===== src/design/stp_pkg.sv =====
`timescale 1ns / 1ps
`default_nettype none

package stp_pkg;

  localparam int SAMPLE_W    = 10;
  localparam int REG_W       = 12;
  localparam int NUM_SAMPLES = 8;
  localparam int NUM_PANELS  = 4;
  localparam int PANEL_W     = 2;
  localparam int CFG_IDX_W   = 3;
  localparam int SPAN_W      = REG_W + 1;
  localparam int PROD_W      = SAMPLE_W + 1 + SPAN_W;
  localparam int MAG_W       = PROD_W - 1;
  localparam int EST_W       = REG_W + 1;
  localparam int SUM_W       = REG_W + 1;
  localparam int DIFF_W      = SUM_W + 1;

  localparam logic [SAMPLE_W-1:0] RAW_FULL = 10'd1023;

  localparam logic [REG_W-1:0] CALIB_LOW_RST  = 12'd0;
  localparam logic [REG_W-1:0] CALIB_HIGH_RST = 12'd1000;
  localparam logic [REG_W-1:0] STOP_DIFF_RST  = 12'd5;
  localparam logic [REG_W-1:0] START_DIFF_RST = 12'd30;
  localparam logic [REG_W-1:0] IDLE_PULSE_RST = 12'd1000;
  localparam logic [REG_W-1:0] RUN_PULSE_RST  = 12'd1500;

  typedef enum logic [CFG_IDX_W-1:0] {
    REG_CALIB_LOW,
    REG_CALIB_HIGH,
    REG_STOP_DIFF,
    REG_START_DIFF,
    REG_IDLE_PULSE,
    REG_RUN_PULSE
  } reg_idx_t;

  typedef struct packed {
    logic [REG_W-1:0] calib_low;
    logic [REG_W-1:0] calib_high;
    logic [REG_W-1:0] stop_diff;
    logic [REG_W-1:0] start_diff;
    logic [REG_W-1:0] idle_pulse;
    logic [REG_W-1:0] run_pulse;
  } cfg_t;

  // one classified word handed from the front part to the motor logic
  typedef struct packed {
    logic [PANEL_W-1:0]       best;
    logic                     turn_r;
    logic signed [DIFF_W-1:0] diff;
  } qitem_t;

endpackage

`default_nettype wire


===== src/design/stp_queue.sv =====
`timescale 1ns / 1ps
`default_nettype none

module stp_queue (
  input  logic            clk,
  input  logic            rst,
  input  logic            push_valid,
  output logic            push_ready,
  input  stp_pkg::qitem_t push_item,
  output logic            pop_valid,
  input  logic            pop_ready,
  output stp_pkg::qitem_t pop_item
);

  stp_pkg::qitem_t entry [2];
  logic            wr_ptr, rd_ptr;
  logic [1:0]      count;
  logic            do_push, do_pop;

  assign push_ready = (count != 2'd2);
  assign pop_valid  = (count != 2'd0);
  assign pop_item   = entry[rd_ptr];
  assign do_push    = push_valid && push_ready;
  assign do_pop     = pop_valid && pop_ready;

  always_ff @(posedge clk) begin
    if (rst) begin
      wr_ptr <= 1'b0;
      rd_ptr <= 1'b0;
      count  <= 2'd0;
    end else begin
      if (do_push) wr_ptr <= !wr_ptr;
      if (do_pop)  rd_ptr <= !rd_ptr;
      case ({do_push, do_pop})
        2'b10:   count <= count + 2'd1;
        2'b01:   count <= count - 2'd1;
        default: count <= count;
      endcase
    end
  end

  always_ff @(posedge clk) begin
    if (do_push) entry[wr_ptr] <= push_item;
  end

endmodule

`default_nettype wire


===== config.mk =====
export PLATFORM = sky130hd
export DESIGN_NAME = stp_queue
export DESIGN_NICKNAME = d
export VERILOG_FILES = /design/src/design/stp_pkg.sv /design/src/design/stp_queue.sv
export SDC_FILE = /design/constraint.sdc
export NUM_CORES = 1
export LEC_CHECK = 0
export BUFFER_PORTS_ARGS = -buffer_cell sky130_fd_sc_hd__buf_2
export CAP_MARGIN = 10
export CORE_ASPECT_RATIO = 0.9
export CORE_MARGIN = 5
export CORE_UTILIZATION = 54
export DETAILED_ROUTE_END_ITERATION = 6
export PLACE_DENSITY = 0.83
export SYNTH_ARGS = -nofsm -noshare
export SYNTH_HDL_FRONTEND = slang
export SYNTH_SLANG_ARGS = --single-unit

===== constraint.sdc =====
create_clock -name clk -period 2.85 [get_ports clk]
set_input_delay 0.285 -clock clk [delete_from_list [all_inputs] [get_ports clk]]
set_output_delay 0.285 -clock clk [all_outputs]
set_load 0.05 [all_outputs]

==> Flow_metrics.wiki <==
{| class="wikitable"
! Metric !! Value
|-
| Worst path required time || 2.57 ns
|-
| Fmax || 486 MHz
|-
| Final-report setup violation count || 0
|-
| Final net count || 143
|-
| Worst hold slack across all endpoints || 0.133 ns
|-
| DR DRC count || 0
|-
| Sum of negative setup slack || 0 ns
|-
| Post-CTS setup buffer count || 0
|-
| Detailed-router iteration count before antenna repair || 3
|-
| Number of antenna violations at the first check in global routing || 0
|-
| Count of distinct cell types in the synthesized netlist || 19
|-
| Status || complete, no violations
|-
| Warnings, synthesis || 0
|-
| RSZ-0062 raised after global routing || false
|-
| Post-CTS resize count || 0
|-
| Horiz. Die Dim || 64.5 µm
|-
| Post-Synthesis Cells || 77
|-
| Number of synthesized register bits || 39
|-
| Nets in the synthesized netlist || 99
|-
| Element type at the critical path start || flop
|-
| Reg2Reg Launch Point || count[0]
|-
| Number of hold buffers added after cts || 0
|-
| Area of the core || 2510 µm²
|-
| Global route total overflow || 0
|-
| H-tree levels || 2
|-
| Placed Cells || 142
|-
| Fin. max-slew vios || 0
|-
| Worst max-slew margin expressed relative to the limit || 46.3%
|-
| Avg WL per Cell || 14.7 µm
|-
| Total power density per cell area || 1040 nW/µm²
|-
| CTS clock-pin slew for the worst setup and hold paths || 0.11 ns
|-
| Site row count || 17
|-
| Worst slew pin tran || 0.805 ns
|-
| Vias in the first global route || 801
|-
| Die Area || 3810 µm²
|-
| Peak supply drop || 640 µV
|-
| Final ANT Viol Nets || 0
|-
| Clock root cell || clkbuf_4
|-
| GRT Total Usage || 12.8%
|-
| Number of buffers created by CTS || 5
|-
| Violation count after the first detailed-routing iteration || 19
|-
| Worst Path Arrival || 1.77 ns
|-
| Final hold violation count || 0
|-
| Diode count || 0
|-
| GP Congestion || 0.601
|-
| Standby leakage power || 0.664 nW
|-
| Element type at the critical path end || primary output
|-
| Final critical-path required period || 2.06 ns
|-
| First-pass GRT wire length || 3640 µm
|-
| Commonest non-fill, non-tap cell in the layout || buf_2
|-
| Clock Tree Buf Depth || 2
|-
| Starting Density || 57.6%
|-
| Most frequent cells in the layout || buf_2, edfxtp_1, mux2_2, dfxtp_1, clkbuf_4
|-
| Finished Layout Cells || 150
|-
| I/O Pins || 40
|-
| Clock latency reported for the late side of the worst-skew pair || 0.33 ns
|-
| Detailed Place HPWL || 1520 µm
|-
| Number of I/O port buffers || 39
|-
| Mapped cell area || 1450 µm²
|-
| Pin count of the biggest net entering global routing || 18
|-
| Number of max-cap violations || 0
|-
| Maximum fanout along the worst path || 17
|-
| Layout area overhead || 19.3%
|-
| Max Clock Skew || 0.00699 ns
|-
| Post-route fraction of the period consumed by the critical path || 72.2%
|-
| Layout cells sized above 1 || 52.5%
|-
| Mean post-synth cell area || 18.8 µm²
|-
| Start point of the worst hold path || push_item[7]
|-
| DIE HEIGHT || 59.1 µm
|-
| CTS tree || built
|-
| Via count of the routed design || 765
|-
| Number of clock sinks || 39
|-
| Overall routed net length || 2200 µm
|-
| Worst Path Class, Setup || flop to primary output
|-
| Part of the Yosys area used for sequential elements || 77.6%
|-
| Classification of the worst-slack hold path || input pin to flop
|-
| Number of vias per cell after detailed routing || 5.10
|}
[where the power goes]
group          leakage [nW]  switching, mW  total, mW  internal [mW]
sequential            0.359         0.0688      0.796          0.727
combinational         0.271          0.502      0.720          0.218
clock                0.0329          0.164      0.282          0.118
total                 0.664          0.735       1.80           1.06
[per-stage QoR]
step                      power, mW  setup slack (ns)  cell area, µm²  utilization, %
after floorplan                1.39             0.988            1450               -
after global placement         1.52              1.13            1670            66.4
after detailed placement       1.54              1.12            1670            66.4
after CTS                      1.82             0.724            1720            68.7
after global routing           1.89             0.671            1720            68.7
final                          1.80             0.792            1720            68.7
[flip-flops by register name, indices dropped and copies added, names as in the netlist, named ones only]
signal / cells
count: 2
wr_ptr: 1
entry: 34
rd_ptr: 1
[synth_stat cells]
library cell	n	area (µm²)
inv_1	1	3.75
or3_1	1	6.26
buf_2	2	10.0
and3_1	1	6.26
a21bo_2	1	10.0
nand2b_1	1	6.26
xor2_1	1	8.76
ha_1	1	12.5
a21oi_1	2	10.0
nor2_1	3	11.3
xnor2_1	2	17.5
nand2_1	1	3.75
o21a_1	1	7.51
or2_2	1	6.26
mux2_2	17	191
nand3b_1	1	7.51
edfxtp_1	34	1020
dfxtp_1	5	100
o21ai_0	1	5.00
[layout make-up]
class / count / area, µm²
well taps: 28 / 35.0
inverters: 1 / 3.75
clock inverters: 1 / 3.75
fillers: 182 / 786
flip-flops and latches: 39 / 1120
multi-input cells: 35 / 310
repair buffers: 39 / 195
clock buffers: 7 / 55.1
[critical path: stages (launching register included)]
cell and delay [ns]:
dfxtp_1 0.82, mux2_2 0.41, buf_2 0.21
[path summary, 6_finish.rpt]
path | end | slack [ns] | cells after the start
worst min-delay path | entry[1][7] | 0.13 | 1
worst min register to register | rd_ptr | 0.56 | 2
worst max register to register | entry[1][13] | 1.14 | 2
worst max-delay path | pop_item[15] | 0.79 | 2
[routing by layer]
metal  GRT usage (%)  vias to the layer above  wire length [µm]
met5               0                        -                 0
met4            3.61                        0                27
met3            7.02                        4               208
met2            20.7                       27              1040
met1            14.8                      355               924
li1                -                      379                 -
[kinds of logic after synthesis]
kind of cell               Yosys count  share of synthesized area (%)
buffers and inverters                3                          0.952
DFF                                 39                           77.6
and+or+nand+nor                      9                           3.29
adders and majority gates            1                          0.866
muxes                               17                           13.2
xor gates and xnor gates             3                           1.82
AOI/OAI and AO/OA                    5                           2.25
Power figures use the tool's default switching activity.
