## config.mk

```make
export PLATFORM = sky130hd
export DESIGN_NAME = stp_cfg_regs_flat
export DESIGN_NICKNAME = d
export VERILOG_FILES = /design/src/design/stp_pkg.sv /design/src/design/stp_ifs.sv /design/src/design/stp_cfg_regs.sv /design/src/flat_wrapper.sv
export SDC_FILE = /design/constraint.sdc
export NUM_CORES = 1
export LEC_CHECK = 0
export ABC_AREA = 1
export BUFFER_PORTS_ARGS = -buffer_cell sky130_fd_sc_hd__buf_4
export CAP_MARGIN = 5
export CORE_MARGIN = 2
export CORE_UTILIZATION = 50
export CTS_CLUSTER_DIAMETER = 80
export DETAILED_ROUTE_END_ITERATION = 10
export PLACE_DENSITY = 0.86
export REMOVE_ABC_BUFFERS = 1
export SLEW_MARGIN = 5
export SYNTH_ARGS = -nofsm -noshare
export SYNTH_HDL_FRONTEND = slang
export SYNTH_SLANG_ARGS = --single-unit
```

## constraint.sdc

```tcl
create_clock -name clk -period 1.3 [get_ports clk]
set_clock_uncertainty 0.1 [all_clocks]
set_input_delay 0.26 -clock clk [delete_from_list [all_inputs] [get_ports clk]]
set_output_delay 0.26 -clock clk [all_outputs]
set_load 0.05 [all_outputs]
```

## src/design/stp_pkg.sv

```systemverilog
`timescale 1ns / 1ps
`default_nettype none

package stp_pkg;

  localparam int SAMPLE_W    = 10;
  localparam int REG_W       = 12;
  localparam int NUM_SAMPLES = 8;
  localparam int NUM_PANELS  = 4;
  localparam int PANEL_W     = 2;
  localparam int CFG_IDX_W   = 3;
  localparam int SPAN_W      = REG_W + 1;
  localparam int PROD_W      = SAMPLE_W + 1 + SPAN_W;
  localparam int MAG_W       = PROD_W - 1;
  localparam int EST_W       = REG_W + 1;
  localparam int SUM_W       = REG_W + 1;
  localparam int DIFF_W      = SUM_W + 1;

  localparam logic [SAMPLE_W-1:0] RAW_FULL = 10'd1023;

  localparam logic [REG_W-1:0] CALIB_LOW_RST  = 12'd0;
  localparam logic [REG_W-1:0] CALIB_HIGH_RST = 12'd1000;
  localparam logic [REG_W-1:0] STOP_DIFF_RST  = 12'd5;
  localparam logic [REG_W-1:0] START_DIFF_RST = 12'd30;
  localparam logic [REG_W-1:0] IDLE_PULSE_RST = 12'd1000;
  localparam logic [REG_W-1:0] RUN_PULSE_RST  = 12'd1500;

  typedef enum logic [CFG_IDX_W-1:0] {
    REG_CALIB_LOW,
    REG_CALIB_HIGH,
    REG_STOP_DIFF,
    REG_START_DIFF,
    REG_IDLE_PULSE,
    REG_RUN_PULSE
  } reg_idx_t;

  typedef struct packed {
    logic [REG_W-1:0] calib_low;
    logic [REG_W-1:0] calib_high;
    logic [REG_W-1:0] stop_diff;
    logic [REG_W-1:0] start_diff;
    logic [REG_W-1:0] idle_pulse;
    logic [REG_W-1:0] run_pulse;
  } cfg_t;

  // one classified word handed from the front part to the motor logic
  typedef struct packed {
    logic [PANEL_W-1:0]       best;
    logic                     turn_r;
    logic signed [DIFF_W-1:0] diff;
  } qitem_t;

endpackage

`default_nettype wire

```

## src/design/stp_ifs.sv

```systemverilog
`timescale 1ns / 1ps
`default_nettype none


interface stp_cfg_if;
  logic        valid;
  logic        ready;
  logic [2:0]  index;
  logic [11:0] data;

  modport source (output valid, index, data, input ready);
  modport sink (input valid, index, data, output ready);
endinterface

`default_nettype wire

```

## src/design/stp_cfg_regs.sv

```systemverilog
`timescale 1ns / 1ps
`default_nettype none

module stp_cfg_regs (
  input  logic          clk,
  input  logic          rst,
  stp_cfg_if.sink       cfg,
  output stp_pkg::cfg_t regs
);

  assign cfg.ready = 1'b1;

  always_ff @(posedge clk) begin
    if (rst) begin
      regs.calib_low  <= stp_pkg::CALIB_LOW_RST;
      regs.calib_high <= stp_pkg::CALIB_HIGH_RST;
      regs.stop_diff  <= stp_pkg::STOP_DIFF_RST;
      regs.start_diff <= stp_pkg::START_DIFF_RST;
      regs.idle_pulse <= stp_pkg::IDLE_PULSE_RST;
      regs.run_pulse  <= stp_pkg::RUN_PULSE_RST;
    end else if (cfg.valid) begin
      case (stp_pkg::reg_idx_t'(cfg.index))
        stp_pkg::REG_CALIB_LOW:  regs.calib_low  <= cfg.data;
        stp_pkg::REG_CALIB_HIGH: regs.calib_high <= cfg.data;
        stp_pkg::REG_STOP_DIFF:  regs.stop_diff  <= cfg.data;
        stp_pkg::REG_START_DIFF: regs.start_diff <= cfg.data;
        stp_pkg::REG_IDLE_PULSE: regs.idle_pulse <= cfg.data;
        stp_pkg::REG_RUN_PULSE:  regs.run_pulse  <= cfg.data;
        default: begin
          // drop writes to unused indexes
        end
      endcase
    end
  end

endmodule

`default_nettype wire

```

## src/flat_wrapper.sv

```systemverilog
// flat-port wrapper written by rule: the top's interface ports become plain ports
module stp_cfg_regs_flat 
  (clk, rst, regs, cfg_valid, cfg_index, cfg_data, cfg_ready);
  stp_cfg_if cfg_i ();
  input  logic clk;
  input  logic rst;
  output stp_pkg::cfg_t regs;
  input wire logic [$bits(cfg_i.valid)-1:0] cfg_valid;
  input wire logic [$bits(cfg_i.index)-1:0] cfg_index;
  input wire logic [$bits(cfg_i.data)-1:0] cfg_data;
  output wire logic [$bits(cfg_i.ready)-1:0] cfg_ready;
  assign cfg_i.valid = cfg_valid;
  assign cfg_i.index = cfg_index;
  assign cfg_i.data = cfg_data;
  assign cfg_ready = cfg_i.ready;
  stp_cfg_regs u_core (.clk(clk), .rst(rst), .cfg(cfg_i), .regs(regs));
endmodule
```

==> flow_summary.toml <==
[drt]
drt_iter0_markers = 224
ant_nets = 0
num_vias = 2804
first_pass_iters = 4
finalWirelength_microns = 7490
route.detailed.drc = 0
detail_route.wl_per_cell_microns = 13.3
viasPerCell = 4.97

[grt]
grt_pass1_wl_microns = 11700
grt_usage_pct = 24.3
grt_pass1_vias = 2523
grt_remaining_overflow = 0
antenna_found_initial = 0
grt_max_degree = 73

[clocking]
clk-insertion-delay-late_ps = 340
cts_buffers = 9
hold_buffers = 0
cts_tree = "yes"
cts_sinks = 72
clkTransAtPathRegs_ps = 70
cts_buffer_depth = 2
post_cts_buffers = 0
clock-root-buffer = "clkbuf_8"
htree_levels = 3
ctsResizeCount = 0

[logic_synthesis]
syn_area_sq_um = 2810
yosysUniqueCellTypes = 13
netlist_instances = 398
synth-simple-area-share_pct = 41.6
synthAdderAreaFrac_pct = 0
ys_seq_area_share_pct = 51.3
synthXorXnorAreaFrac_pct = 0
synth-seq-cells = 72
synth_compound_area_share_pct = 0
yosysWarnings = 0
synth_area_per_cell_sq_um = 7.06
synth_top_family_by_area = "simple AND/OR/NAND/NOR gates"
synthMuxAreaShare_pct = 0

[cells_and_area]
largest_reg_flops = 72
largestRegisters = "u_core.regs (72)"
regMostFlops = "u_core.regs"
area_growth_pct = 33.3
multiInputGateArea_sq_um = 1170
fill_cells = 481
final_util_pct = 68.5
finalNetCount = 507
drive_above_1_share_pct = 24.6
final_area_sq_um = 3750
seqCellArea_sq_um = 1440
n_antenna_cell = 0
fin_cells = 564

[worst_setup_path]
reg2regPathDepth = 2
worstPathRequired_ps = 940
path_delay_family = "flip-flops"
worst-path-max-fanout = 2
crit_path_start_kind = "register"
crit_path_end_kind = "primary output"
worstSetupPathType = "reg -> out"
critPathArrivalTime_ps = 910
timing.rr.end = "u_core.regs[58]"
timing.rr.start = "u_core.regs[58]"
max_stage_delay_ps = 370
r2r_setup_slack_ps = 590
path_cells = "buf_4"
slowest_stage = "dfxtp_1"
cp.buffers_inverters = 1

[sta]
fin_crit_sh_pct = 98.0
fmaxAchievable_ghz = 0.785
setup_viol_count_final = 0
slew_violations = 0
hold_viol = 0
tns_ps = 0
rsz0062_at_grt = "false"
period_needed_ps = 1270

[floorplanning]
die_y_microns = 79.0
die_area_sq_um = 6240
initial_core_util_pct = 51.4
dieWidth_microns = 79.0
ios = 91
rows = 27
fp.coreArea_sq_um = 5470

[worst_hold_path]
hp-start = "cfg_data[0]"
hold_path_end = "u_core.regs[36]"
hold_depth = 3
hp-class = "in -> reg"

[pwr]
power.total_mw = 4.60
leakage_nw = 1.84
power_density_nw_per_um2 = 1230
peakVddDrop_v = 0.000648

[placed_design]
io_buffers = 89
dp_hpwl_microns = 5230
dp_cells = 550
dpl_cell_area_sq_um = 3590
gp_congestion = 0.938

[flow_run]
maxCapViolCount = 0

[status]
status = "finished, final reports clean"
## logic make-up (layout without fill, tap and decap cells)
family	count (synthesis)	after routing
AND/OR/NAND/NOR	284	284
flip-flops	72	72
buffers and inverters	41	135
other	1	1
## where the power goes
| part | leakage [nW] | internal (mW) | switching, mW |
|---|---|---|---|
| Combinational | 1.18 | 0.248 | 0.563 |
| Clock | 0.0794 | 0.723 | 0.737 |
| Sequential | 0.586 | 2.28 | 0.0441 |
## metal layers
| metal | vias to the layer above | share of wire, % | global-route usage [%] |
|---|---|---|---|
| li1 | 1414 | - | - |
| met1 | 1255 | 42 | 30.8 |
| met2 | 119 | 48 | 39.5 |
| met3 | 16 | 7.2 | 3.64 |
| met4 | 0 | 2.2 | 13.6 |
| met5 | - | 0 | 0 |
## cells in the mapped netlist
library cell  number  area share [%]
inv_1             16             2.1
buf_4             10             2.7
nand2_1          108              14
nor2_1            99              13
nor2_2             5             1.1
dfxtp_1           72              51
clkinv_1           1            0.13
clkbuf_1           4            0.53
inv_2              2            0.27
buf_1              3            0.40
nand3_1           72              13
conb_1             1            0.13
buf_2              5            0.89
## per-stage QoR
stage | hold slack [ps] | setup slack [ps]
floorplan | 273 | -933
global placement | 343 | 75.0
CTS | 44.0 | 29.8
detailed placement | 350 | 45.8
global route | 63.5 | 11.7
finish | 53.2 | 26.6
## cell type report
| class | count | share of cell area (%) |
|---|---|---|
| Sequential cell | 72 | 38.5 |
| Clock inverter | 1 | 0.134 |
| Timing Repair Buffer | 102 | 21.8 |
| Multi-Input combinational cell | 285 | 31.4 |
| Inverter | 19 | 1.90 |
| Tap cell | 72 | 2.40 |
| Clock buffer | 13 | 3.97 |
## cells in the final DEF (no fill, tap or decap)
cell type,netlist,routed
buf_12,0,4
buf_4,10,98
clkbuf_1,4,3
clkbuf_8,0,10
clkinv_1,1,1
clkinv_2,0,1
conb_1,1,1
dfxtp_1,72,72
inv_1,16,16
inv_2,2,2
nand2_1,108,108
nand3_1,72,72
nor2_1,99,98
nor2_2,5,6
## worst max-delay path by stage
stage                                from              end  slack, ps  cells past startpoint
final                     u_core.regs[58]         regs[58]         30                      1
after global routing      u_core.regs[16]         regs[16]         10                      1
after CTS                 u_core.regs[12]         regs[12]         30                      1
after detailed placement     cfg_index[2]  u_core.regs[25]         50                      6
after global placement       cfg_index[2]  u_core.regs[26]         80                      6
after floorplan                 cfg_valid  u_core.regs[51]       -930                      5
No activity file was read; power rests on OpenSTA's default activity.
