==> src/design/stp_pkg.sv <==
`timescale 1ns / 1ps
`default_nettype none

package stp_pkg;

  localparam int SAMPLE_W    = 10;
  localparam int REG_W       = 12;
  localparam int NUM_SAMPLES = 8;
  localparam int NUM_PANELS  = 4;
  localparam int PANEL_W     = 2;
  localparam int CFG_IDX_W   = 3;
  localparam int SPAN_W      = REG_W + 1;
  localparam int PROD_W      = SAMPLE_W + 1 + SPAN_W;
  localparam int MAG_W       = PROD_W - 1;
  localparam int EST_W       = REG_W + 1;
  localparam int SUM_W       = REG_W + 1;
  localparam int DIFF_W      = SUM_W + 1;

  localparam logic [SAMPLE_W-1:0] RAW_FULL = 10'd1023;

  localparam logic [REG_W-1:0] CALIB_LOW_RST  = 12'd0;
  localparam logic [REG_W-1:0] CALIB_HIGH_RST = 12'd1000;
  localparam logic [REG_W-1:0] STOP_DIFF_RST  = 12'd5;
  localparam logic [REG_W-1:0] START_DIFF_RST = 12'd30;
  localparam logic [REG_W-1:0] IDLE_PULSE_RST = 12'd1000;
  localparam logic [REG_W-1:0] RUN_PULSE_RST  = 12'd1500;

  typedef enum logic [CFG_IDX_W-1:0] {
    REG_CALIB_LOW,
    REG_CALIB_HIGH,
    REG_STOP_DIFF,
    REG_START_DIFF,
    REG_IDLE_PULSE,
    REG_RUN_PULSE
  } reg_idx_t;

  typedef struct packed {
    logic [REG_W-1:0] calib_low;
    logic [REG_W-1:0] calib_high;
    logic [REG_W-1:0] stop_diff;
    logic [REG_W-1:0] start_diff;
    logic [REG_W-1:0] idle_pulse;
    logic [REG_W-1:0] run_pulse;
  } cfg_t;

  // one classified word handed from the front part to the motor logic
  typedef struct packed {
    logic [PANEL_W-1:0]       best;
    logic                     turn_r;
    logic signed [DIFF_W-1:0] diff;
  } qitem_t;

endpackage

`default_nettype wire

==> src/design/stp_ifs.sv <==
`timescale 1ns / 1ps
`default_nettype none


interface stp_out_if;
  logic        valid;
  logic        ready;
  logic [11:0] left_pulse_us;
  logic [11:0] right_pulse_us;
  logic        left_running;
  logic        right_running;
  logic [1:0]  brightest_panel;
  logic        turn_right;

  modport source (output valid, left_pulse_us, right_pulse_us, left_running,
                  right_running, brightest_panel, turn_right, input ready);
  modport sink (input valid, left_pulse_us, right_pulse_us, left_running,
                right_running, brightest_panel, turn_right, output ready);
endinterface


`default_nettype wire

==> src/design/stp_back.sv <==
`timescale 1ns / 1ps
`default_nettype none

module stp_back (
  input  logic            clk,
  input  logic            rst,
  input  stp_pkg::cfg_t   regs,
  input  logic            pop_valid,
  output logic            pop_ready,
  input  stp_pkg::qitem_t pop_item,
  stp_out_if.source       results
);

  logic                      left_on, right_on;
  logic                      left_on_next, right_on_next;
  logic [stp_pkg::REG_W-1:0] left_pulse, right_pulse;
  logic [stp_pkg::REG_W-1:0] left_pulse_next, right_pulse_next;
  logic [stp_pkg::PANEL_W-1:0] best;
  logic                      turn_r;
  logic                      out_valid;
  logic                      fire;

  logic signed [stp_pkg::DIFF_W-1:0] stop2, start2;

  assign pop_ready = !out_valid || results.ready;
  assign fire      = pop_valid && pop_ready;
  assign stop2     = $signed({1'b0, regs.stop_diff, 1'b0});
  assign start2    = $signed({1'b0, regs.start_diff, 1'b0});

  always_comb begin
    left_on_next     = left_on;
    right_on_next    = right_on;
    left_pulse_next  = left_pulse;
    right_pulse_next = right_pulse;
    // idle the opposite motor, its running flag stays set
    if (pop_item.turn_r && left_on)   left_pulse_next  = regs.idle_pulse;
    if (!pop_item.turn_r && right_on) right_pulse_next = regs.idle_pulse;
    if (pop_item.turn_r) begin
      if (right_on) begin
        if (pop_item.diff < stop2) begin
          right_pulse_next = regs.idle_pulse;
          right_on_next    = 1'b0;
        end
      end else if (pop_item.diff > start2) begin
        right_pulse_next = regs.run_pulse;
        right_on_next    = 1'b1;
      end
    end else begin
      if (left_on) begin
        if (pop_item.diff < stop2) begin
          left_pulse_next = regs.idle_pulse;
          left_on_next    = 1'b0;
        end
      end else if (pop_item.diff > start2) begin
        left_pulse_next = regs.run_pulse;
        left_on_next    = 1'b1;
      end
    end
  end

  always_ff @(posedge clk) begin
    if (rst) begin
      left_on     <= 1'b0;
      right_on    <= 1'b0;
      left_pulse  <= stp_pkg::IDLE_PULSE_RST;
      right_pulse <= stp_pkg::IDLE_PULSE_RST;
      out_valid   <= 1'b0;
    end else begin
      if (fire) begin
        left_on     <= left_on_next;
        right_on    <= right_on_next;
        left_pulse  <= left_pulse_next;
        right_pulse <= right_pulse_next;
      end
      if (pop_ready) out_valid <= pop_valid;
    end
  end

  always_ff @(posedge clk) begin
    if (fire) begin
      best   <= pop_item.best;
      turn_r <= pop_item.turn_r;
    end
  end

  // motor state only moves when a new word loads, so it doubles as the output word
  assign results.valid           = out_valid;
  assign results.left_pulse_us   = left_pulse;
  assign results.right_pulse_us  = right_pulse;
  assign results.left_running    = left_on;
  assign results.right_running   = right_on;
  assign results.brightest_panel = best;
  assign results.turn_right      = turn_r;

endmodule

`default_nettype wire

==> src/flat_wrapper.sv <==
// flat-port wrapper written by rule: the top's interface ports become plain ports
module stp_back_flat 
  (clk, rst, regs, pop_valid, pop_ready, pop_item, results_valid, results_left_pulse_us, results_right_pulse_us, results_left_running, results_right_running, results_brightest_panel, results_turn_right, results_ready);
  stp_out_if results_i ();
  input  logic clk;
  input  logic rst;
  input  stp_pkg::cfg_t regs;
  input  logic pop_valid;
  output logic pop_ready;
  input  stp_pkg::qitem_t pop_item;
  output wire logic [$bits(results_i.valid)-1:0] results_valid;
  output wire logic [$bits(results_i.left_pulse_us)-1:0] results_left_pulse_us;
  output wire logic [$bits(results_i.right_pulse_us)-1:0] results_right_pulse_us;
  output wire logic [$bits(results_i.left_running)-1:0] results_left_running;
  output wire logic [$bits(results_i.right_running)-1:0] results_right_running;
  output wire logic [$bits(results_i.brightest_panel)-1:0] results_brightest_panel;
  output wire logic [$bits(results_i.turn_right)-1:0] results_turn_right;
  input wire logic [$bits(results_i.ready)-1:0] results_ready;
  assign results_valid = results_i.valid;
  assign results_left_pulse_us = results_i.left_pulse_us;
  assign results_right_pulse_us = results_i.right_pulse_us;
  assign results_left_running = results_i.left_running;
  assign results_right_running = results_i.right_running;
  assign results_brightest_panel = results_i.brightest_panel;
  assign results_turn_right = results_i.turn_right;
  assign results_i.ready = results_ready;
  stp_back u_core (.clk(clk), .rst(rst), .regs(regs), .pop_valid(pop_valid), .pop_ready(pop_ready), .pop_item(pop_item), .results(results_i));
endmodule
==> config.mk <==
export PLATFORM = sky130hd
export DESIGN_NAME = stp_back_flat
export DESIGN_NICKNAME = d
export VERILOG_FILES = /design/src/design/stp_pkg.sv /design/src/design/stp_ifs.sv /design/src/design/stp_back.sv /design/src/flat_wrapper.sv
export SDC_FILE = /design/constraint.sdc
export NUM_CORES = 1
export LEC_CHECK = 0
export BUFFER_PORTS_ARGS = -buffer_cell sky130_fd_sc_hd__buf_2
export CORE_UTILIZATION = 50
export DETAILED_ROUTE_END_ITERATION = 7
export GPL_TIMING_DRIVEN = 0
export MAX_ROUTING_LAYER = met4
export PLACE_DENSITY = 0.86
export SLEW_MARGIN = 20
export SYNTH_ARGS = -nofsm -noshare
export SYNTH_HDL_FRONTEND = slang
export SYNTH_SLANG_ARGS = --single-unit
==> constraint.sdc <==
create_clock -name clk -period 6.2 [get_ports clk]
set_input_delay 0.31 -clock clk [delete_from_list [all_inputs] [get_ports clk]]
set_output_delay 0.31 -clock clk [all_outputs]
set_load 0.05 [all_outputs]
==> results_dict.tcl <==
set metrics [dict create \
    firstDrtPassIters 5 \
    setup_viol 0 \
    synth_edf_count 3 \
    fmax_mhz 404.5 \
    layout_commonest_cell "buf_2" \
    ff_latch_area_sq_um 630.6 \
    syn-mean-instance-area_sq_um 8.707 \
    ys_seq_area_share_pct 24.98 \
    grt_overflow_total 0 \
    combPwrFrac_pct 29.9 \
    layout_common_cells "buf_2, nand2_1, dfxtp_1" \
    htreeDepth 2 \
    dr.first_iter.drc_count 186 \
    io_pins 124 \
    grt_use_total_pct 28.26 \
    crit_required_ns 6.40 \
    path_max_fanout 10 \
    diodes 0 \
    initial_core_util_pct 52.76 \
    wire_per_inst_microns 15.54 \
    finalClockSkew_ns 0.006404 \
    power_frac_clock_pct 33.4 \
    cts_tree "built" \
    critPathCaptureType "flop" \
    arrival_ns 2.67 \
    yosysWarnings 0 \
    placed_cells 455 \
    die_h_microns 73.06 \
    rsz0062_at_grt "false" \
    startpoint_type "primary input" \
    p_switching_uw 189.1 \
    final-hold-violation-count 0 \
    cts_made_buffers 5 \
    dpl.hpwl_microns 5346 \
    synthCells 290 \
    clockBufferDepth 2 \
    fillCellCount 405 \
    p_total_uw 580.6 \
    drc 0 \
    leakagePower_uw 0.001419 \
    ctsResizeCount 0 \
    cts-root-buf "clkbuf_8" \
    min_period_over_period_pct 39.87 \
    ys_ff_latch 30 \
    async_flop_share_pct 0 \
    switching_share_pct 32.57 \
    area_delta_synth_final_pct 26.96 \
    grt_max_degree 13 \
    slew_headroom_pct 36.85 \
    ctsHoldBuffers 0 \
    syn_area_sq_mm 0.002525 \
    pwr-share-seq_pct 36.7 \
    criticalPathCategory "in2reg" \
    ant_nets 0 \
    multi_input_area_sq_mm 0.001727 \
    vias 2790 \
    grt_pass1_vias 2529 \
    drt_wl_total_microns 7195 \
    clkLatencyLatePin_ns 0.28 \
    rows 25 \
    final-instance-count-excl-fill 463 \
    max_cap_violations 0 \
    fin_crit_ns 2.472 \
    slew_viol_final 0 \
    core_sq_mm 0.004786 \
    die-area_sq_mm 0.005338 \
    peakVddDrop_mv 0.1129 \
    intPower_uw 391.5 \
    synthDistinctLibCells 50 \
    via_per_inst 6.026 \
    fin_setup_tns_ns 0 \
    fp.dieW_microns 73.06 \
    drive_gt1_share_pct 33.59 \
    min_path_type "in2reg" \
    nets 511 \
    portBuffers 98 \
    clkSinkCount 30 \
    outcome "completed" \
    grt_pass1_wl_microns 11530 \
    place_congestion 0.8724 \
    tightest_slew_ns 0.9374 \
    synth_fp_nets 406 \
    clkSlewWorstSetupHoldPaths_ns 0.06 \
    synth_ff_type "dfxtp_1" \
    cts_setup_buffers 0 \
    antenna_found_initial 0 \
    power_density_mw_per_mm2 181.1 \
]
power groups by stage:
stage | sequential [uW] | combinational (uW) | clock [uW]
finish | 213 | 173 | 194
detailed placement | 217 | 171 | 0
CTS | 213 | 172 | 196
global placement | 216 | 167 | 0
floorplan | 248 | 83.1 | 0
global route | 214 | 187 | 206
synthesized netlist by cell type, types with 8 or more instances:
cell type	instances	area [sq um]
nand2_1	33	123.9
dfxtp_1	27	540.5
inv_1	25	93.84
ha_1	23	287.8
a31oi_1	16	100.1
nand3_1	13	65.06
a21oi_1	12	60.06
a221o_1	12	120.1
clkbuf_1	11	41.29
mux2_2	10	112.6
a21o_1	8	60.06
nor2_1	8	30.03
path summary, 6_finish.rpt:
path / start / endpoint / slack [ns] / cells past startpoint
worst max-delay path: pop_item[12] / u_core.results.left_pulse_us[0] / 3.73 / 9
worst max register to register: u_core.results.valid / u_core.results.left_pulse_us[10] / 3.77 / 6
worst min-delay path: pop_item[16] / u_core.results.brightest_panel[1] / 0.20 / 1
worst min register to register: u_core.results.left_pulse_us[3] / u_core.results.left_pulse_us[3] / 0.48 / 1
registers in the layout, summed over array words and instances, names as in the netlist:
name                            cells
u_core.results.turn_right           1
u_core.results.left_running         1
u_core.results.right_running        1
u_core.results.right_pulse_us      12
u_core.results.brightest_panel      2
u_core.results.valid                1
u_core.results.left_pulse_us       12
critical path: stages:
cell	delay, ns
buf_2	0.11
ha_1	0.31
nand4b_1	0.17
nor2_1	0.18
o221ai_1	0.26
a21oi_1	0.47
buf_2	0.35
mux2_2	0.37
a31oi_1	0.14
routing by layer:
metal	routed length (microns)	GRT usage (%)	share of wire (%)	up-vias
li1	-	-	-	1313
met2	3436	45.88	48	175
met1	2799	34.18	39	1273
met4	205	12.42	2.8	0
met5	0	-	0	-
met3	754	4.972	10	29
kinds of logic (layout without fill, tap and decap cells):
logic type                 Yosys count  after routing  share of synthesized area (%)
AOI/OAI and AO/OA                   89             89                          29.39
and+or+nand+nor                     84             84                          17.64
buffers and inverters               41            147                          6.640
DFF                                 30             30                          24.98
adders and majority gates           23             23                          11.40
muxes                               23             23                          9.961
final cells by class:
| class | instances | share of cell area, % |
|---|---|---|
| multi-input combinational | 219 | 53.86 |
| sequential | 30 | 19.67 |
| timing repair buffer | 98 | 15.30 |
| inverter | 25 | 2.927 |
| tap | 67 | 2.615 |
| clock buffer | 7 | 2.381 |
| buffer | 16 | 2.303 |
| clock inverter | 1 | 0.9368 |
stage by stage:
stage	util, %	hold WS [ns]	cell area, sq um	setup slack (ns)
final	66.98	0.2050	3206	3.728
after global routing	66.98	0.1966	3206	3.531
after floorplan	-	0.4089	2525	3.743
after CTS	66.98	0.2014	3206	3.746
after global placement	64.76	0.4672	3099	3.462
after detailed placement	64.76	0.4639	3099	3.456
Power figures use the tool's default switching activity.
