## src/design/stp_pkg.sv

```systemverilog
`timescale 1ns / 1ps
`default_nettype none

package stp_pkg;

  localparam int SAMPLE_W    = 10;
  localparam int REG_W       = 12;
  localparam int NUM_SAMPLES = 8;
  localparam int NUM_PANELS  = 4;
  localparam int PANEL_W     = 2;
  localparam int CFG_IDX_W   = 3;
  localparam int SPAN_W      = REG_W + 1;
  localparam int PROD_W      = SAMPLE_W + 1 + SPAN_W;
  localparam int MAG_W       = PROD_W - 1;
  localparam int EST_W       = REG_W + 1;
  localparam int SUM_W       = REG_W + 1;
  localparam int DIFF_W      = SUM_W + 1;

  localparam logic [SAMPLE_W-1:0] RAW_FULL = 10'd1023;

  localparam logic [REG_W-1:0] CALIB_LOW_RST  = 12'd0;
  localparam logic [REG_W-1:0] CALIB_HIGH_RST = 12'd1000;
  localparam logic [REG_W-1:0] STOP_DIFF_RST  = 12'd5;
  localparam logic [REG_W-1:0] START_DIFF_RST = 12'd30;
  localparam logic [REG_W-1:0] IDLE_PULSE_RST = 12'd1000;
  localparam logic [REG_W-1:0] RUN_PULSE_RST  = 12'd1500;

  typedef enum logic [CFG_IDX_W-1:0] {
    REG_CALIB_LOW,
    REG_CALIB_HIGH,
    REG_STOP_DIFF,
    REG_START_DIFF,
    REG_IDLE_PULSE,
    REG_RUN_PULSE
  } reg_idx_t;

  typedef struct packed {
    logic [REG_W-1:0] calib_low;
    logic [REG_W-1:0] calib_high;
    logic [REG_W-1:0] stop_diff;
    logic [REG_W-1:0] start_diff;
    logic [REG_W-1:0] idle_pulse;
    logic [REG_W-1:0] run_pulse;
  } cfg_t;

  // one classified word handed from the front part to the motor logic
  typedef struct packed {
    logic [PANEL_W-1:0]       best;
    logic                     turn_r;
    logic signed [DIFF_W-1:0] diff;
  } qitem_t;

endpackage

`default_nettype wire

```

## src/design/stp_ifs.sv

```systemverilog
`timescale 1ns / 1ps
`default_nettype none

interface stp_in_if;
  logic       valid;
  logic       ready;
  logic [9:0] sample_0;
  logic [9:0] sample_1;
  logic [9:0] sample_2;
  logic [9:0] sample_3;
  logic [9:0] sample_4;
  logic [9:0] sample_5;
  logic [9:0] sample_6;
  logic [9:0] sample_7;

  modport source (output valid, sample_0, sample_1, sample_2, sample_3,
                  sample_4, sample_5, sample_6, sample_7, input ready);
  modport sink (input valid, sample_0, sample_1, sample_2, sample_3,
                sample_4, sample_5, sample_6, sample_7, output ready);
endinterface


`default_nettype wire

```

## src/design/stp_front.sv

```systemverilog
`timescale 1ns / 1ps
`default_nettype none

module stp_front (
  input  logic            clk,
  input  logic            rst,
  stp_in_if.sink          samples,
  input  stp_pkg::cfg_t   regs,
  output logic            push_valid,
  input  logic            push_ready,
  output stp_pkg::qitem_t push_item
);

  localparam int NS = stp_pkg::NUM_SAMPLES;
  localparam int NP = stp_pkg::NUM_PANELS;

  logic [stp_pkg::SAMPLE_W-1:0] raw [NS];

  assign raw[0] = samples.sample_0;
  assign raw[1] = samples.sample_1;
  assign raw[2] = samples.sample_2;
  assign raw[3] = samples.sample_3;
  assign raw[4] = samples.sample_4;
  assign raw[5] = samples.sample_5;
  assign raw[6] = samples.sample_6;
  assign raw[7] = samples.sample_7;

  // stage valids and enables; a stage loads when it is empty or the next one loads
  logic v_a, v_b, v_c, v_d, v_e, v_f;
  logic en_a, en_b, en_c, en_d, en_e, en_f;

  assign en_f = !v_f || push_ready;
  assign en_e = !v_e || en_f;
  assign en_d = !v_d || en_e;
  assign en_c = !v_c || en_d;
  assign en_b = !v_b || en_c;
  assign en_a = !v_a || en_b;

  assign samples.ready = en_a;
  assign push_valid    = v_f;

  always_ff @(posedge clk) begin
    if (rst) begin
      v_a <= 1'b0;
      v_b <= 1'b0;
      v_c <= 1'b0;
      v_d <= 1'b0;
      v_e <= 1'b0;
      v_f <= 1'b0;
    end else begin
      if (en_a) v_a <= samples.valid;
      if (en_b) v_b <= v_a;
      if (en_c) v_c <= v_b;
      if (en_d) v_d <= v_c;
      if (en_e) v_e <= v_d;
      if (en_f) v_f <= v_e;
    end
  end

  // stage A: x * (high - low), one multiplier per sample lane
  logic signed [stp_pkg::SPAN_W-1:0] span;
  logic signed [stp_pkg::PROD_W-1:0] prod_a [NS];

  assign span = $signed({1'b0, regs.calib_high}) - $signed({1'b0, regs.calib_low});

  // stage B: magnitude and a low estimate of magnitude / 1023
  logic [stp_pkg::MAG_W-1:0] mag_b [NS];
  logic [stp_pkg::EST_W-1:0] est_b [NS];
  logic                      neg_b [NS];

  // stage C: corrected quotient
  logic [stp_pkg::REG_W-1:0] q_c   [NS];
  logic                      neg_c [NS];

  // stage D: panel sums
  logic [stp_pkg::SUM_W-1:0] sum_d [NP];

  for (genvar i = 0; i < NS; i++) begin : g_lane
    logic signed [stp_pkg::PROD_W-1:0] prod_n;
    logic signed [stp_pkg::PROD_W-1:0] prod_neg;
    logic [stp_pkg::MAG_W-1:0]         mag_n;
    logic [stp_pkg::PROD_W-1:0]        est_sum;
    logic [stp_pkg::MAG_W-1:0]         est_x_full;
    logic [stp_pkg::MAG_W-1:0]         rem;
    logic [stp_pkg::EST_W-1:0]         q_n;

    assign prod_n   = $signed({1'b0, raw[i]}) * span;
    assign prod_neg = -prod_a[i];
    assign mag_n    = prod_a[i][stp_pkg::PROD_W-1] ? prod_neg[stp_pkg::MAG_W-1:0]
                                                   : prod_a[i][stp_pkg::MAG_W-1:0];
    // m/1023 = m/1024 * (1 + 2^-10 + 2^-20 + ...); never high, at most one low
    assign est_sum  = {1'b0, mag_n} + stp_pkg::PROD_W'(mag_n >> 10)
                    + stp_pkg::PROD_W'(mag_n >> 20);

    assign est_x_full = {est_b[i], 10'b0} - {10'b0, est_b[i]};
    assign rem        = mag_b[i] - est_x_full;
    assign q_n        = (rem >= stp_pkg::MAG_W'(stp_pkg::RAW_FULL)) ? est_b[i] + 1'b1
                                                                    : est_b[i];

    always_ff @(posedge clk) begin
      if (en_a) prod_a[i] <= prod_n;
      if (en_b) begin
        mag_b[i] <= mag_n;
        est_b[i] <= est_sum[stp_pkg::MAG_W-1:10];
        neg_b[i] <= prod_a[i][stp_pkg::PROD_W-1];
      end
      if (en_c) begin
        q_c[i]   <= q_n[stp_pkg::REG_W-1:0];
        neg_c[i] <= neg_b[i];
      end
    end
  end

  logic [stp_pkg::REG_W-1:0] scaled [NS];

  for (genvar i = 0; i < NS; i++) begin : g_scale
    logic [stp_pkg::REG_W:0] s_full;
    // result always lies between low and high, so 12 bits hold it
    assign s_full    = neg_c[i] ? {1'b0, regs.calib_low} - {1'b0, q_c[i]}
                                : {1'b0, regs.calib_low} + {1'b0, q_c[i]};
    assign scaled[i] = s_full[stp_pkg::REG_W-1:0];
  end

  for (genvar k = 0; k < NP; k++) begin : g_panel
    always_ff @(posedge clk) begin
      if (en_d) sum_d[k] <= {1'b0, scaled[2*k]} + {1'b0, scaled[2*k+1]};
    end
  end

  // stage E: brightest panel on halved sums, later panel wins a tie
  logic [stp_pkg::SUM_W-1:0]   sum_e [NP];
  logic [stp_pkg::PANEL_W-1:0] best_e;
  logic [stp_pkg::PANEL_W-1:0] best_n;

  always_comb begin
    logic [stp_pkg::SUM_W-2:0] bestv;
    best_n = '0;
    bestv  = sum_d[0][stp_pkg::SUM_W-1:1];
    for (int k = 1; k < NP; k++) begin
      if (sum_d[k][stp_pkg::SUM_W-1:1] >= bestv) begin
        best_n = stp_pkg::PANEL_W'(k);
        bestv  = sum_d[k][stp_pkg::SUM_W-1:1];
      end
    end
  end

  always_ff @(posedge clk) begin
    if (en_e) begin
      for (int k = 0; k < NP; k++) sum_e[k] <= sum_d[k];
      best_e <= best_n;
    end
  end

  // stage F: ring neighbours, turn direction and difference
  logic [stp_pkg::SUM_W-1:0] s_best, s_left, s_right;
  stp_pkg::qitem_t           item_n;

  always_comb begin
    case (best_e)
      2'd0: begin s_best = sum_e[0]; s_left = sum_e[3]; s_right = sum_e[1]; end
      2'd1: begin s_best = sum_e[1]; s_left = sum_e[0]; s_right = sum_e[2]; end
      2'd2: begin s_best = sum_e[2]; s_left = sum_e[1]; s_right = sum_e[3]; end
      default: begin s_best = sum_e[3]; s_left = sum_e[2]; s_right = sum_e[0]; end
    endcase
    item_n.best   = best_e;
    item_n.turn_r = (s_right >= s_left);
    item_n.diff   = $signed({1'b0, s_best})
                  - $signed({1'b0, item_n.turn_r ? s_right : s_left});
  end

  always_ff @(posedge clk) begin
    if (en_f) push_item <= item_n;
  end

endmodule

`default_nettype wire

```

## src/flat_wrapper.sv

```systemverilog
// flat-port wrapper written by rule: the top's interface ports become plain ports
module stp_front_flat 
  (clk, rst, regs, push_valid, push_ready, push_item, samples_valid, samples_sample_0, samples_sample_1, samples_sample_2, samples_sample_3, samples_sample_4, samples_sample_5, samples_sample_6, samples_sample_7, samples_ready);
  stp_in_if samples_i ();
  input  logic clk;
  input  logic rst;
  input  stp_pkg::cfg_t regs;
  output logic push_valid;
  input  logic push_ready;
  output stp_pkg::qitem_t push_item;
  input wire logic [$bits(samples_i.valid)-1:0] samples_valid;
  input wire logic [$bits(samples_i.sample_0)-1:0] samples_sample_0;
  input wire logic [$bits(samples_i.sample_1)-1:0] samples_sample_1;
  input wire logic [$bits(samples_i.sample_2)-1:0] samples_sample_2;
  input wire logic [$bits(samples_i.sample_3)-1:0] samples_sample_3;
  input wire logic [$bits(samples_i.sample_4)-1:0] samples_sample_4;
  input wire logic [$bits(samples_i.sample_5)-1:0] samples_sample_5;
  input wire logic [$bits(samples_i.sample_6)-1:0] samples_sample_6;
  input wire logic [$bits(samples_i.sample_7)-1:0] samples_sample_7;
  output wire logic [$bits(samples_i.ready)-1:0] samples_ready;
  assign samples_i.valid = samples_valid;
  assign samples_i.sample_0 = samples_sample_0;
  assign samples_i.sample_1 = samples_sample_1;
  assign samples_i.sample_2 = samples_sample_2;
  assign samples_i.sample_3 = samples_sample_3;
  assign samples_i.sample_4 = samples_sample_4;
  assign samples_i.sample_5 = samples_sample_5;
  assign samples_i.sample_6 = samples_sample_6;
  assign samples_i.sample_7 = samples_sample_7;
  assign samples_ready = samples_i.ready;
  stp_front u_core (.clk(clk), .rst(rst), .samples(samples_i), .regs(regs), .push_valid(push_valid), .push_ready(push_ready), .push_item(push_item));
endmodule
```

## config.mk

```make
export PLATFORM = sky130hd
export DESIGN_NAME = stp_front_flat
export DESIGN_NICKNAME = d
export VERILOG_FILES = /design/src/design/stp_pkg.sv /design/src/design/stp_ifs.sv /design/src/design/stp_front.sv /design/src/flat_wrapper.sv
export SDC_FILE = /design/constraint.sdc
export NUM_CORES = 2
export LEC_CHECK = 0
export BUFFER_PORTS_ARGS = -buffer_cell sky130_fd_sc_hd__buf_2
export CORE_ASPECT_RATIO = 0.9
export CORE_MARGIN = 5
export CORE_UTILIZATION = 50
export CTS_BUF_LIST = sky130_fd_sc_hd__clkbuf_4
export DETAILED_ROUTE_END_ITERATION = 12
export PLACE_DENSITY = 0.66
export SLEW_MARGIN = 20
export SYNTH_ARGS = -nofsm -noshare
export SYNTH_HDL_FRONTEND = slang
export SYNTH_SLANG_ARGS = --single-unit
```

## constraint.sdc

```tcl
create_clock -name clk -period 14.4 [get_ports clk]
set_input_delay 0 -clock clk [delete_from_list [all_inputs] [get_ports clk]]
set_output_delay 0 -clock clk [all_outputs]
set_load 0.02 [all_outputs]
```

==> results.json <==
{
  "clock.fmax_ghz": 0.113,
  "layout-area-overhead-vs-synth_pct": 6.89,
  "netlist.area_leader.share": 0.220,
  "synth_nets": 12800,
  "hp-class": "primary input to flip-flop",
  "route.detailed.drc": 0,
  "ys.flop_type": "edfxtp_1",
  "dp_hpwl_um": 181000,
  "cts_buffers": 187,
  "max_slew_margin": 0.270,
  "clk_path_buf_depth": 3,
  "dieArea_um2": 204000,
  "tightest_slew_ps": 1100,
  "final_max_slew_viol_count": 0,
  "wire_per_inst_um": 17.2,
  "synth_area_leader_cell": "edfxtp_1",
  "vias": 71800,
  "track_usage": 0.227,
  "min_period_ps": 8820,
  "hold_viol_final": 0,
  "worst-r2r-cell-count": 36,
  "initial_core_util": 0.503,
  "crit_fanout": 49,
  "synth_fa_ha_area_frac": 0.361,
  "synth_top_family_by_area": "adder cells",
  "worst_setup_path_end_kind": "flip-flop",
  "grt_start_max_net_pins": 168,
  "antenna_found_initial": 20,
  "die_y_um": 429,
  "drive_gt1_frac": 0.0531,
  "port_buffers": 126,
  "multi_input_area_um2": 67200,
  "reg2reg_setup_slack_ps": 7060,
  "cap_violations": 0,
  "crit_type": "primary input to flip-flop",
  "route.antenna.remaining_nets": 0,
  "synth.ff_latch_count": 721,
  "grt.overflow.total": 0,
  "synth-simple-area-share": 0.143,
  "nFillCells": 17400,
  "holdCritStartpoint": "samples_sample_1[1]",
  "rsz0062_at_grt": "false",
  "synth_xor_area_frac": 0.0707,
  "period_share": 0.612,
  "post_cts_resized": 0,
  "dieWidth_um": 475,
  "synth_compound_area_frac": 0.0999,
  "cts.sinks": 721,
  "setup_viol": 0,
  "worstSetupStartpointType": "primary input",
  "drt-vias-per-instance": 5.40,
  "grt_pass1_wl_um": 379000,
  "startpoint": "regs[62]",
  "synth_cell_types": 102,
  "clk_latency_ps": 1180,
  "skew_ps": 95.1,
  "muxShareOfSynthArea": 0.0130,
  "cp.required_ps": 15260,
  "synth_area_leaders": "edfxtp_1 (22%), fa_1 (21%), ha_1 (15%)",
  "tns_ps": 0,
  "htree_levels": 4,
  "syn_avg_cell_area_um2": 9.36,
  "hold_depth": 4,
  "async_flop_share": 0,
  "syn_inst": 10400,
  "grt_pass1_vias": 74600,
  "r2r_start": "u_core.sum_d[1][1]",
  "synth_edf_count": 715,
  "netlist_area_um2": 97400,
  "yosysSeqAreaShare": 0.222,
  "place_congestion": 0.911,
  "register_area_um2": 21600,
  "ys_warn_count": 0,
  "outcome": "finished, final reports clean",
  "drt_iter0_markers": 3884,
  "wl_um": 229000,
  "cts_tree": "built",
  "dr.pass1.iters": 8,
  "nets": 12900,
  "cp.arrival_ps": 9680,
  "core_um2": 194000,
  "path_clk_slew_ps": 70,
  "root_buffer": "clkbuf_4",
  "cp_slowest_stage_delay_ps": 580,
  "crit_slowest_cell": "fa_1",
  "timing.rr.end": "u_core.best_e[0]",
  "rows": 153,
  "io_pins": 175,
  "min_to": "u_core.prod_a[0][25]"
}
[layout by cell type, fill, tap and decap left out, drive strengths merged, types with 19 or more instances in the layout]
cell type / n
o31ai: 76
a21boi: 55
a2111oi: 21
o41ai: 35
a211oi: 44
nor2: 437
ha: 1178
nand4: 64
nand2b: 131
buf: 161
o21bai: 47
mux2: 23
clkinv: 67
xor2: 161
fa: 1022
a31oi: 57
o2111ai: 19
mux2i: 71
o211ai: 28
diode: 20
clkbuf: 251
edfxtp: 715
nor2b: 195
or4: 36
a21oi: 410
and3: 56
xnor2: 624
o21ai: 325
or2: 27
a21o: 144
or3: 73
o21a: 93
nor4: 68
dlygate4sd3: 106
a211o: 20
nor3: 149
and2: 494
nand2: 836
nand3: 123
inv: 2066
[worst max-delay path: cells and delay by family]
family          cells  cell delay, ps
compound gates     14            3690
xor+xnor            1              70
fa+ha+maj           7            3300
buf+inv             8            1840
simple gates        4             680
[per-layer routing]
| metal | up-vias | routed length (um) | global-route usage |
|---|---|---|---|
| met5 | - | 24 | 0 |
| met4 | 4 | 6820 | 0.0717 |
| met3 | 375 | 11100 | 0.0265 |
| met2 | 1626 | 107000 | 0.375 |
| met1 | 35200 | 105000 | 0.313 |
| li1 | 34600 | - | - |
[cell usage after synthesis, types with 148 or more instances]
| library cell | n |
|---|---|
| clkbuf_1 | 268 |
| xnor2_1 | 623 |
| and2_1 | 493 |
| nor2b_1 | 195 |
| inv_1 | 2059 |
| nand2_1 | 836 |
| o21ai_0 | 308 |
| fa_1 | 1022 |
| nor2_1 | 437 |
| ha_1 | 1178 |
| xor2_1 | 161 |
| a21oi_1 | 408 |
| edfxtp_1 | 715 |
| nor3_1 | 148 |
[stage by stage]
stage	area, um^2	utilization	std cells	hold WS (ps)	setup slack (ps)
4_1_cts	104000	0.538	13300	3.06	5770
3_3_place_gp	101000	0.520	12800	247	5100
5_1_grt	104000	0.538	13300	88.8	5180
3_5_place_dp	101000	0.520	12800	249	5000
2_1_floorplan	97400	-	10400	69.1	3820
6_report	104000	0.538	13300	167	5580
[area by class of cell]
type                       count  area share
multi-input combinational   7343       0.645
sequential                   721       0.207
inverter                    2064      0.0744
tap                         2557      0.0307
timing repair buffer         267      0.0190
clock buffer                 251      0.0181
clock inverter                76     0.00446
antenna                       20    0.000481
[repair_timing]
| action | in CTS | in global routing |
|---|---|---|
| endpoints found under the hold margin | 136 | 0 |
| setup endpoints to repair | 0 | 0 |
| hold buffers | 106 | 0 |
| setup buffers | 0 | 0 |
[kinds of logic (layout without fill, tap and decap cells)]
kind of cell	Yosys count	count (layout)
and+or+nand+nor	2757	2757
buffers and inverters	2341	2658
adders and majority gates	2200	2200
AOI/OAI and AO/OA	1494	1494
xor gates and xnor gates	785	785
DFF	721	721
muxes	107	107
other	0	20
[sequential cells by signal, summed over array words and instances (netlist names), 2 cells and up]
register          cells
u_core.push_item     17
u_core.best_e         2
u_core.est_b        104
u_core.prod_a       192
u_core.q_c           96
u_core.sum_d         52
u_core.neg_c          8
u_core.sum_e         52
u_core.neg_b          8
u_core.mag_b        184
[how the worst max path moves through the flow]
stage / to / slack [ps] / depth (start not counted)
finish: u_core.prod_a[2][47] / 5580 / 34
global route: u_core.prod_a[2][47] / 5180 / 34
CTS: u_core.prod_a[2][47] / 5770 / 34
detailed placement: u_core.prod_a[2][47] / 5000 / 32
global placement: u_core.prod_a[2][47] / 5100 / 32
floorplan: u_core.est_b[0][0] / 3820 / 4
Power is not shown: default switching activity piles up to over one toggle a cycle in this logic, so the estimate is an artifact.
